[config.mk]
export PLATFORM = sky130hd
export DESIGN_NAME = i2c_master_bit_sequencer
export DESIGN_NICKNAME = d
export VERILOG_FILES = /design/src/hw/rtl/i2cms_pkg.sv /design/src/hw/rtl/i2c_master_bit_sequencer.sv
export SDC_FILE = /design/constraint.sdc
export NUM_CORES = 1
export LEC_CHECK = 0
export BUFFER_PORTS_ARGS = -buffer_cell sky130_fd_sc_hd__buf_2
export CORE_ASPECT_RATIO = 1.1
export CORE_MARGIN = 1
export CORE_UTILIZATION = 62
export CTS_BUF_LIST = sky130_fd_sc_hd__clkbuf_16
export DETAILED_ROUTE_END_ITERATION = 8
export PLACE_DENSITY = 0.92
export SLEW_MARGIN = 10
export SYNTH_ARGS = -nofsm -noshare
export SYNTH_HDL_FRONTEND = slang
export SYNTH_SLANG_ARGS = --single-unit
[constraint.sdc]
create_clock -name clock -period 16.24 [get_ports clock]
set_input_delay 3.248 -clock clock [delete_from_list [all_inputs] [get_ports clock]]
set_output_delay 3.248 -clock clock [all_outputs]
set_load 0.02 [all_outputs]
[src/hw/rtl/i2cms_pkg.sv]
// package for the i2c master bit sequencer: command codes, phase codes,
// register indexes and reset values; no dependencies
package i2cms_pkg;

   localparam int BITS_PER_BYTE = 8;

   typedef enum logic [2:0] {
      CMD_IDLE     = 3'd0,
      CMD_START    = 3'd1,
      CMD_STOP     = 3'd2,
      CMD_WRITE    = 3'd3,
      CMD_READ     = 3'd4,
      CMD_WAIT_ACK = 3'd5
   } cmd_type;

   typedef logic [3:0] phase_type;

   // phase codes, shared entry phase
   localparam phase_type PH_INIT      = 4'd0;
   // start / stop
   localparam phase_type PH_SS_EDGE   = 4'd1;
   // write byte
   localparam phase_type PH_WR_DATA   = 4'd1;
   localparam phase_type PH_WR_HIGH   = 4'd2;
   localparam phase_type PH_WR_LOW    = 4'd3;
   // read byte
   localparam phase_type PH_RD_RISE   = 4'd1;
   localparam phase_type PH_RD_SAMPLE = 4'd2;
   localparam phase_type PH_RD_FALL   = 4'd3;
   localparam phase_type PH_RD_NEXT   = 4'd4;
   localparam phase_type PH_RD_ACK    = 4'd5;
   // wait ack
   localparam phase_type PH_WA_POLL   = 4'd1;
   localparam phase_type PH_WA_HOLD   = 4'd2;
   localparam phase_type PH_WA_STOP   = 4'd3;

   localparam logic [7:0] ACK_PULSE_TICKS = 8'd2;

   // csr register indexes (word address)
   localparam logic [2:0] REG_ACK_TIMEOUT_POLLS = 3'd0;
   localparam logic [2:0] REG_WRITE_HALF_PERIOD = 3'd1;
   localparam logic [2:0] REG_READ_HALF_PERIOD  = 3'd2;
   localparam logic [2:0] REG_START_STOP_HOLD   = 3'd3;
   localparam logic [2:0] REG_ACK_POLL_INTERVAL = 3'd4;
   localparam logic [2:0] REG_POST_ACK_HOLD     = 3'd5;

   localparam logic [7:0] RST_ACK_TIMEOUT_POLLS = 8'd250;
   localparam logic [7:0] RST_WRITE_HALF_PERIOD = 8'd2;
   localparam logic [7:0] RST_READ_HALF_PERIOD  = 8'd20;
   localparam logic [7:0] RST_START_STOP_HOLD   = 8'd4;
   localparam logic [7:0] RST_ACK_POLL_INTERVAL = 8'd2;
   localparam logic [7:0] RST_POST_ACK_HOLD     = 8'd20;

endpackage

[src/hw/rtl/i2c_master_bit_sequencer.sv]
// i2c master bit sequencer top level: tick stream in, line state stream out
// depends on i2cms_pkg
// the response to an accepted request is captured in the output register
// throughput: one request per cycle while each response is taken; each request is one tick and the whole
//   line step of that tick (including zero-hold chains) settles in one registered pass
// the output register frees itself when the response is taken, so a new request
//   is accepted in the same cycle as the previous response leaves
// reset: synchronous active high; sequencer idle, scl/sda high and driven, registers at defaults
module i2c_master_bit_sequencer
   import i2cms_pkg::*;
(
   input  logic        clock,
   input  logic        reset,
   // request stream
   input  logic        req_tvalid,
   output logic        req_tready,
   input  logic [15:0] req_tdata,   // [7:0] tx_byte, [8] ack_after_read, [9] sda_in, rest zero
   input  logic [2:0]  req_tuser,   // [2:0] func
   // response stream
   output logic        rsp_tvalid,
   input  logic        rsp_tready,
   output logic [15:0] rsp_tdata,   // [0] scl, [1] sda_level, [2] sda_drive, [3] busy_res,
                                    // [4] done_res, [12:5] rx_byte, [13] ack_failed, rest zero
   // csr port
   input  logic        csr_psel,
   input  logic        csr_penable,
   input  logic        csr_pwrite,
   input  logic [4:0]  csr_paddr,
   input  logic [31:0] csr_pwdata,
   output logic [31:0] csr_prdata,
   output logic        csr_pready
);

   // request fields
   logic [2:0] req_func;
   logic [7:0] req_tx_byte;
   logic       req_ack_after_read;
   logic       req_sda_in;
   logic       req_accept;

   assign req_func           = req_tuser[2:0];
   assign req_tx_byte        = req_tdata[7:0];
   assign req_ack_after_read = req_tdata[8];
   assign req_sda_in         = req_tdata[9];

   // configuration registers
   logic [7:0] ack_timeout_polls_ff;
   logic [7:0] write_half_period_ff;
   logic [7:0] read_half_period_ff;
   logic [7:0] start_stop_hold_ff;
   logic [7:0] ack_poll_interval_ff;
   logic [7:0] post_ack_hold_ff;
   logic       csr_write;
   logic [2:0] csr_index;

   // sequencer state
   cmd_type    cmd_ff, cmd_in;
   phase_type  phase_ff, phase_in;
   logic [3:0] bit_index_ff, bit_index_in;
   logic [7:0] shift_ff, shift_in;
   logic [7:0] hold_ff, hold_in;
   logic [7:0] poll_ff, poll_in;
   logic       scl_ff, scl_in;
   logic       sda_ff, sda_in;
   logic       dir_ff, dir_in;
   logic [7:0] rx_byte_ff, rx_byte_in;
   logic       fail_ff, fail_in;
   logic       ack_level_ff, ack_level_in;
   logic       done_in;
   logic       first_sda;
   logic [3:0] rd_left;

   // output register
   logic        rsp_tvalid_ff;
   logic [15:0] rsp_tdata_ff, rsp_tdata_in;

   // ------------------------------------------------------------------
   // csr port: always ready, writes land on the access cycle
   // ------------------------------------------------------------------
   assign csr_pready = 1'b1;
   assign csr_write  = csr_psel & csr_penable & csr_pwrite & csr_pready;
   assign csr_index  = csr_paddr[4:2];

   always_ff @(posedge clock) begin
      if (reset) begin
         ack_timeout_polls_ff <= RST_ACK_TIMEOUT_POLLS;
         write_half_period_ff <= RST_WRITE_HALF_PERIOD;
         read_half_period_ff  <= RST_READ_HALF_PERIOD;
         start_stop_hold_ff   <= RST_START_STOP_HOLD;
         ack_poll_interval_ff <= RST_ACK_POLL_INTERVAL;
         post_ack_hold_ff     <= RST_POST_ACK_HOLD;
      end else if (csr_write) begin
         case (csr_index)
            REG_ACK_TIMEOUT_POLLS: ack_timeout_polls_ff <= csr_pwdata[7:0];
            REG_WRITE_HALF_PERIOD: write_half_period_ff <= csr_pwdata[7:0];
            REG_READ_HALF_PERIOD:  read_half_period_ff  <= csr_pwdata[7:0];
            REG_START_STOP_HOLD:   start_stop_hold_ff   <= csr_pwdata[7:0];
            REG_ACK_POLL_INTERVAL: ack_poll_interval_ff <= csr_pwdata[7:0];
            REG_POST_ACK_HOLD:     post_ack_hold_ff     <= csr_pwdata[7:0];
            default: ;
         endcase
      end
   end

   always_comb begin
      case (csr_index)
         REG_ACK_TIMEOUT_POLLS: csr_prdata = {24'd0, ack_timeout_polls_ff};
         REG_WRITE_HALF_PERIOD: csr_prdata = {24'd0, write_half_period_ff};
         REG_READ_HALF_PERIOD:  csr_prdata = {24'd0, read_half_period_ff};
         REG_START_STOP_HOLD:   csr_prdata = {24'd0, start_stop_hold_ff};
         REG_ACK_POLL_INTERVAL: csr_prdata = {24'd0, ack_poll_interval_ff};
         REG_POST_ACK_HOLD:     csr_prdata = {24'd0, post_ack_hold_ff};
         default:               csr_prdata = 32'd0;
      endcase
   end

   // ------------------------------------------------------------------
   // handshake: take a request whenever the output register is empty or draining
   // ------------------------------------------------------------------
   assign req_tready = ~rsp_tvalid_ff | rsp_tready;
   assign req_accept = req_tvalid & req_tready;

   // ------------------------------------------------------------------
   // next state: one tick of the sequencer
   // a step whose hold is zero runs in the same tick, so the steps of each
   // command are laid out in the order they can chain within a tick; the
   // zero-period write and read loops collapse into closed forms
   // ------------------------------------------------------------------
   always_comb begin
      cmd_in       = cmd_ff;
      phase_in     = phase_ff;
      bit_index_in = bit_index_ff;
      shift_in     = shift_ff;
      hold_in      = hold_ff;
      poll_in      = poll_ff;
      scl_in       = scl_ff;
      sda_in       = sda_ff;
      dir_in       = dir_ff;
      rx_byte_in   = rx_byte_ff;
      fail_in      = fail_ff;
      ack_level_in = ack_level_ff;
      done_in      = 1'b0;
      first_sda    = 1'b0;
      rd_left      = 4'd0;

      // count down the hold, or pick up a new command when idle
      if (cmd_ff != CMD_IDLE) begin
         if (hold_ff != 8'd0) begin
            hold_in = hold_ff - 8'd1;
         end
      end else if (req_func >= CMD_START && req_func <= CMD_WAIT_ACK) begin
         cmd_in   = cmd_type'(req_func);
         phase_in = PH_INIT;
         hold_in  = 8'd0;
         if (req_func == CMD_WRITE) begin
            shift_in = req_tx_byte;
         end
         if (req_func == CMD_READ) begin
            ack_level_in = req_ack_after_read;
         end
      end

      case (cmd_in)
         CMD_START, CMD_STOP: begin
            first_sda = (cmd_in == CMD_START);
            if (hold_in == 8'd0 && phase_in == PH_INIT) begin
               dir_in   = 1'b1;
               sda_in   = first_sda;
               scl_in   = 1'b1;
               phase_in = PH_SS_EDGE;
               hold_in  = start_stop_hold_ff;
            end
            if (hold_in == 8'd0 && phase_in == PH_SS_EDGE) begin
               sda_in   = ~first_sda;
               cmd_in   = CMD_IDLE;
               phase_in = PH_INIT;
               done_in  = 1'b1;
            end
         end

         CMD_WRITE: begin
            if (hold_in == 8'd0 && phase_in == PH_INIT) begin
               dir_in       = 1'b1;
               scl_in       = 1'b0;
               bit_index_in = 4'd0;
               phase_in     = PH_WR_DATA;
            end
            if (hold_in == 8'd0 && phase_in == PH_WR_HIGH) begin
               scl_in   = 1'b1;
               phase_in = PH_WR_LOW;
               hold_in  = write_half_period_ff;
            end
            // scl falls at the end of a bit, then the next bit is set up at once
            if (hold_in == 8'd0 && phase_in == PH_WR_LOW) begin
               scl_in       = 1'b0;
               bit_index_in = bit_index_in + 4'd1;
               if (bit_index_in < 4'(BITS_PER_BYTE)) begin
                  phase_in = PH_WR_DATA;
               end else begin
                  cmd_in   = CMD_IDLE;
                  phase_in = PH_INIT;
                  done_in  = 1'b1;
               end
            end
            if (hold_in == 8'd0 && phase_in == PH_WR_DATA) begin
               if (write_half_period_ff == 8'd0) begin
                  // rest of the byte in one tick: last bit out is the original lsb,
                  // which has moved up by the bits already sent
                  sda_in       = shift_in[bit_index_in[2:0]];
                  shift_in     = 8'd0;
                  scl_in       = 1'b0;
                  bit_index_in = 4'(BITS_PER_BYTE);
                  cmd_in       = CMD_IDLE;
                  phase_in     = PH_INIT;
                  done_in      = 1'b1;
               end else begin
                  sda_in   = shift_in[7];
                  shift_in = {shift_in[6:0], 1'b0};
                  phase_in = PH_WR_HIGH;
                  hold_in  = write_half_period_ff;
               end
            end
         end

         CMD_READ: begin
            if (hold_in == 8'd0 && phase_in == PH_INIT) begin
               dir_in       = 1'b0;
               scl_in       = 1'b0;
               shift_in     = 8'd0;
               bit_index_in = 4'd0;
               phase_in     = PH_RD_RISE;
               hold_in      = read_half_period_ff;
            end
            // zero period: the remaining samples all see this tick's sda,
            // then the ack pulse starts
            if (hold_in == 8'd0 && read_half_period_ff == 8'd0 &&
                (phase_in == PH_RD_RISE || phase_in == PH_RD_SAMPLE ||
                 phase_in == PH_RD_FALL || phase_in == PH_RD_NEXT)) begin
               if (phase_in == PH_RD_RISE || phase_in == PH_RD_SAMPLE) begin
                  rd_left = 4'(BITS_PER_BYTE) - bit_index_in;
               end else begin
                  rd_left = 4'(BITS_PER_BYTE - 1) - bit_index_in;
               end
               shift_in     = (shift_in << rd_left) |
                              (req_sda_in ? ~(8'hFF << rd_left) : 8'd0);
               bit_index_in = 4'(BITS_PER_BYTE);
               dir_in       = 1'b1;
               sda_in       = ~ack_level_in;
               scl_in       = 1'b1;
               phase_in     = PH_RD_ACK;
               hold_in      = ACK_PULSE_TICKS;
            end
            if (hold_in == 8'd0 && phase_in == PH_RD_NEXT) begin
               bit_index_in = bit_index_in + 4'd1;
               if (bit_index_in < 4'(BITS_PER_BYTE)) begin
                  phase_in = PH_RD_RISE;
               end else begin
                  dir_in   = 1'b1;
                  sda_in   = ~ack_level_in;
                  scl_in   = 1'b1;
                  phase_in = PH_RD_ACK;
                  hold_in  = ACK_PULSE_TICKS;
               end
            end
            if (hold_in == 8'd0 && phase_in == PH_RD_RISE) begin
               scl_in   = 1'b1;
               phase_in = PH_RD_SAMPLE;
               hold_in  = read_half_period_ff;
            end
            if (hold_in == 8'd0 && phase_in == PH_RD_SAMPLE) begin
               shift_in = {shift_in[6:0], req_sda_in};
               phase_in = PH_RD_FALL;
               hold_in  = read_half_period_ff;
            end
            if (hold_in == 8'd0 && phase_in == PH_RD_FALL) begin
               scl_in   = 1'b0;
               phase_in = PH_RD_NEXT;
               hold_in  = read_half_period_ff;
            end
            if (hold_in == 8'd0 && phase_in == PH_RD_ACK) begin
               scl_in = 1'b0;
               if (ack_level_in) begin
                  sda_in = 1'b1;
               end
               rx_byte_in = shift_in;
               cmd_in     = CMD_IDLE;
               phase_in   = PH_INIT;
               done_in    = 1'b1;
            end
         end

         CMD_WAIT_ACK: begin
            if (hold_in == 8'd0 && phase_in == PH_INIT) begin
               sda_in   = 1'b1;
               dir_in   = 1'b0;
               scl_in   = 1'b1;
               poll_in  = 8'd0;
               phase_in = PH_WA_POLL;
            end
            if (hold_in == 8'd0 && phase_in == PH_WA_POLL) begin
               if (!req_sda_in) begin
                  scl_in   = 1'b0;
                  phase_in = PH_WA_HOLD;
                  hold_in  = post_ack_hold_ff;
               end else if (poll_in >= ack_timeout_polls_ff ||
                            ack_poll_interval_ff == 8'd0) begin
                  // zero interval: polls repeat within the tick up to the limit
                  if (poll_in < ack_timeout_polls_ff) begin
                     poll_in = ack_timeout_polls_ff;
                  end
                  dir_in   = 1'b1;
                  sda_in   = 1'b0;
                  scl_in   = 1'b1;
                  phase_in = PH_WA_STOP;
                  hold_in  = start_stop_hold_ff;
               end else begin
                  poll_in = poll_in + 8'd1;
                  hold_in = ack_poll_interval_ff;
               end
            end
            if (hold_in == 8'd0 && phase_in == PH_WA_HOLD) begin
               fail_in  = 1'b0;
               cmd_in   = CMD_IDLE;
               phase_in = PH_INIT;
               done_in  = 1'b1;
            end
            if (hold_in == 8'd0 && phase_in == PH_WA_STOP) begin
               sda_in   = 1'b1;
               fail_in  = 1'b1;
               cmd_in   = CMD_IDLE;
               phase_in = PH_INIT;
               done_in  = 1'b1;
            end
         end

         default: ;
      endcase
   end

   // ------------------------------------------------------------------
   // response packing, highest field first
   // ------------------------------------------------------------------
   always_comb begin
      rsp_tdata_in = {2'b00, fail_in, rx_byte_in, done_in, (cmd_in != CMD_IDLE),
                      dir_in, sda_in, scl_in};
   end

   always_ff @(posedge clock) begin
      if (reset) begin
         cmd_ff        <= CMD_IDLE;
         phase_ff      <= PH_INIT;
         bit_index_ff  <= 4'd0;
         shift_ff      <= 8'd0;
         hold_ff       <= 8'd0;
         poll_ff       <= 8'd0;
         scl_ff        <= 1'b1;
         sda_ff        <= 1'b1;
         dir_ff        <= 1'b1;
         rx_byte_ff    <= 8'd0;
         fail_ff       <= 1'b0;
         ack_level_ff  <= 1'b0;
         rsp_tvalid_ff <= 1'b0;
      end else begin
         if (req_accept) begin
            cmd_ff       <= cmd_in;
            phase_ff     <= phase_in;
            bit_index_ff <= bit_index_in;
            shift_ff     <= shift_in;
            hold_ff      <= hold_in;
            poll_ff      <= poll_in;
            scl_ff       <= scl_in;
            sda_ff       <= sda_in;
            dir_ff       <= dir_in;
            rx_byte_ff   <= rx_byte_in;
            fail_ff      <= fail_in;
            ack_level_ff <= ack_level_in;
         end
         if (req_accept) begin
            rsp_tvalid_ff <= 1'b1;
         end else if (rsp_tready) begin
            rsp_tvalid_ff <= 1'b0;
         end
      end
   end

   // payload register, no reset needed
   always_ff @(posedge clock) begin
      if (req_accept) begin
         rsp_tdata_ff <= rsp_tdata_in;
      end
   end

   assign rsp_tvalid = rsp_tvalid_ff;
   assign rsp_tdata  = rsp_tdata_ff;

   // ------------------------------------------------------------------
   // assertions
   // ------------------------------------------------------------------
   // an idle sequencer never carries a pending hold
   a_idle_no_hold: assert property (@(posedge clock) disable iff (reset)
      (cmd_ff == CMD_IDLE) |-> (hold_ff == 8'd0))
      else $error("idle sequencer with nonzero hold");

   // a completed command is never reported busy in the same response
   a_done_not_busy: assert property (@(posedge clock) disable iff (reset)
      rsp_tvalid_ff |-> !(rsp_tdata_ff[4] && rsp_tdata_ff[3]))
      else $error("response both done and busy");

   // a plain tick on an idle sequencer leaves it idle
   a_tick_stays_idle: assert property (@(posedge clock) disable iff (reset)
      (req_accept && cmd_ff == CMD_IDLE && req_func == CMD_IDLE) |=> (cmd_ff == CMD_IDLE))
      else $error("idle tick started a command");

   // bit counter never passes the byte length during a write or read
   a_bit_index_range: assert property (@(posedge clock) disable iff (reset)
      (cmd_ff == CMD_WRITE || cmd_ff == CMD_READ) |-> (bit_index_ff <= 4'(BITS_PER_BYTE)))
      else $error("bit index out of range");

endmodule

==> flow_metrics.tcl <==
set metrics [dict create \
    first_iter_violations 1463 \
    ir_worst_vdd_uv 91.64 \
    cts_buffers 9 \
    synth_compound_area_share_pct 28.80 \
    grt_pass1_wl_mm 47.80 \
    yosysWarnings 0 \
    hp-class "reg2reg" \
    dieArea_sq_um 15250 \
    place.gp.congestion 1.031 \
    io_pins 114 \
    initial_core_util_pct 63.36 \
    slew_headroom_pct 29.20 \
    final_layout_size_suffix_gt1_share_pct 12.02 \
    syn_area_per_cell_sq_um 7.691 \
    final.setup.tns_ns 0 \
    report.final.slew_viol_count 0 \
    synth-edff-count 14 \
    ys_seq_elements 111 \
    drc 0 \
    hold_viol_final 0 \
    p_per_area_nw_per_um2 115.8 \
    ys.flop_type "dfxtp_1" \
    rsz0062_at_grt "false" \
    synth_top_area_share_pct 21.22 \
    die_y_microns 129.4 \
    postPlaceCellArea_sq_um 9338 \
    vias_per_cell 7.232 \
    synth_cell_types 96 \
    path_class "in2reg" \
    n_antenna_cell 0 \
    dp.cells 1366 \
    tightest_slew_ns 1.054 \
    finalCritPeriodShare_pct 60.82 \
    cp-start-kind "input pin" \
    ctsRootBufferMaster "clkbuf_16" \
    synth-simple-area-share_pct 23.77 \
    drt-pass1-iter-count 7 \
    cts_hold_buffers 0 \
    wl_per_cell_microns 22.46 \
    clk_latency_ns 0.37 \
    clock-skew-final_ns 0.02104 \
    htree_levels 3 \
    syn_inst 1190 \
    power_mw 1.117 \
    antenna_found_initial 0 \
    yosysTopAreaCell "dfxtp_1" \
    synthToLayoutAreaGrowth_pct 5.427 \
    dieWidth_microns 117.8 \
    cts.sinks 111 \
    yosys-top-cells-area "dfxtp_1 (21%), mux2i_1 (8.9%), nor2_1 (6.2%)" \
    critPathMaxFanout 16 \
    synthXorXnorAreaFrac_pct 0.7656 \
    grt_use_total_pct 39.73 \
    synthArstFlopShare_pct 0 \
    post_cts_buffers 0 \
    clock.fmax_ghz 0.1012 \
    fin_nets 1261 \
    fill_cells 1167 \
    cp-end-kind "register" \
    setup_viol 0 \
    vias 9994 \
    ys_seq_area_share_pct 25.81 \
    synth.mux.area_fraction_pct 11.93 \
    grt-ovfl-total 0 \
    cts_resized 0 \
    netlist_area_sq_um 9153 \
    yosys.area_share.adder_pct 1.777 \
    grt_pass1_vias 9107 \
    ant_nets 0 \
    clockBufferDepth 2 \
    place_ws_ns 6.297 \
    core_sq_um 14450 \
    drv_cap 0 \
    hpwl_mm 22.28 \
    num_rows 46 \
    fin_cells 1382 \
    io_buffers 54 \
    fin_area_sq_um 9649 \
    cts_tree "done" \
    final-seq-area_sq_um 2362 \
    p_leak_nw 3.700 \
    wl_mm 31.04 \
    clkSlewWorstSetupHoldPaths_ns 0.08 \
    grt_max_degree 67 \
    synth_top_family_by_area "compound AO/OA/AOI/OAI gates" \
    setup_ws_ns 6.363 \
    layout_min_cycle_time_ns 9.877 \
    run_status "finished, final reports clean" \
    multi_input_area_sq_um 6243 \
    cp.arrival_ns 10.13 \
    required_ns 16.49 \
]
## worst max-delay path, cell delays in order
cell      delay, ns
buf_2          0.20
or3_1          0.21
nand3_1        0.36
o221a_2        0.39
nor4_4         0.56
nand4_1        0.86
buf_4          0.52
nand2_1        0.09
inv_1          0.07
ha_1           0.32
nand4_1        0.15
o21ai_1        0.54
nor3_1         0.13
a21o_1         0.36
a21oi_1        0.39
o221ai_1       0.20
nor4b_1        0.55
nand3_1        0.22
nor2_1         0.18
mux2_1         0.36
o211a_1        0.21
## kinds of logic after synthesis
group / after synthesis
and+or+nand+nor: 438
AOI/OAI and AO/OA: 374
buffers and inverters: 141
DFF: 111
muxes: 103
adders and majority gates: 13
xor gates and xnor gates: 8
other: 2
## flip-flops by register name (all words and copies together) (netlist names)
register              flops
rsp_tdata                14
ack_poll_interval_ff      8
ack_timeout_polls_ff      8
hold_ff                   8
poll_ff                   8
post_ack_hold_ff          8
read_half_period_ff       8
rx_byte_ff                8
shift_ff                  8
start_stop_hold_ff        8
write_half_period_ff      8
bit_index_ff              4
phase_ff                  4
cmd_ff                    3
ack_level_ff              1
dir_ff                    1
fail_ff                   1
rsp_tvalid                1
scl_ff                    1
sda_ff                    1
## cell usage in the layout, fill, tap and decap left out, types with 13 or more instances in the layout
master    instances
dfxtp_1          97
mux2_2           17
o21ai_0          69
a21oi_1          77
inv_1            31
nand2_1          92
a22oi_1          14
a211oi_1         13
nor4_1           14
o211ai_1         16
mux2i_1          81
nor3_1           28
buf_2            54
edfxtp_1         14
or3_1            15
o221ai_1         15
nand3_1          35
nor2_1          152
conb_1           27
ha_1             13
o22ai_1          15
nand4_1          17
a31oi_1          31
buf_4            13
## power by group
group | switching [mW] | internal (mW)
sequential | 0.0145 | 0.291
clock | 0.121 | 0.111
combinational | 0.401 | 0.179
## worst paths after layout
path / start / slack (ns) / endpoint / cells past startpoint
min: rx_byte_ff[3] / 0.46 / rx_byte_ff[3] / 2
max: req_tuser[0] / 6.36 / fail_ff / 21
max reg2reg: hold_ff[0] / 8.44 / fail_ff / 22
min reg2reg: rx_byte_ff[3] / 0.46 / rx_byte_ff[3] / 2
## stage by stage
stage / hold slack [ns] / utilization, %
finish: 0.4638 / 66.79
global route: 0.4906 / 66.79
CTS: 0.4623 / 66.79
detailed placement: 0.4501 / 64.64
floorplan: 0.4321 / -
global placement: 0.4401 / 64.64
## synth_stat cells, types with 15 or more instances
master / n
o221ai_1: 15
nand3_1: 35
nand4_1: 17
clkbuf_1: 66
nor3_1: 28
o211ai_1: 16
nor2_1: 152
nand2_1: 92
a31oi_1: 31
mux2i_1: 81
or3_1: 15
mux2_2: 17
inv_1: 31
o21ai_0: 69
o22ai_1: 15
buf_4: 28
a21oi_1: 77
dfxtp_1: 97
## layer usage
metal	up-vias	wire length (microns)	GRT usage [%]	part of all wire, %
li1	4456	-	-	-
met1	4511	11450	48.90	37
met2	814	13570	63.22	44
met3	213	3922	9.023	13
met4	0	2086	25.41	6.7
met5	-	0	0	0
## cell type report
type / instances / share of cell area [%]
sequential: 111 / 24.48
multi-input combinational: 963 / 64.70
inverter: 33 / 1.284
tap: 192 / 2.490
clock buffer: 9 / 2.334
timing repair buffer: 67 / 3.812
clock inverter: 7 / 0.8947
No activity file was read; power rests on OpenSTA's default activity.
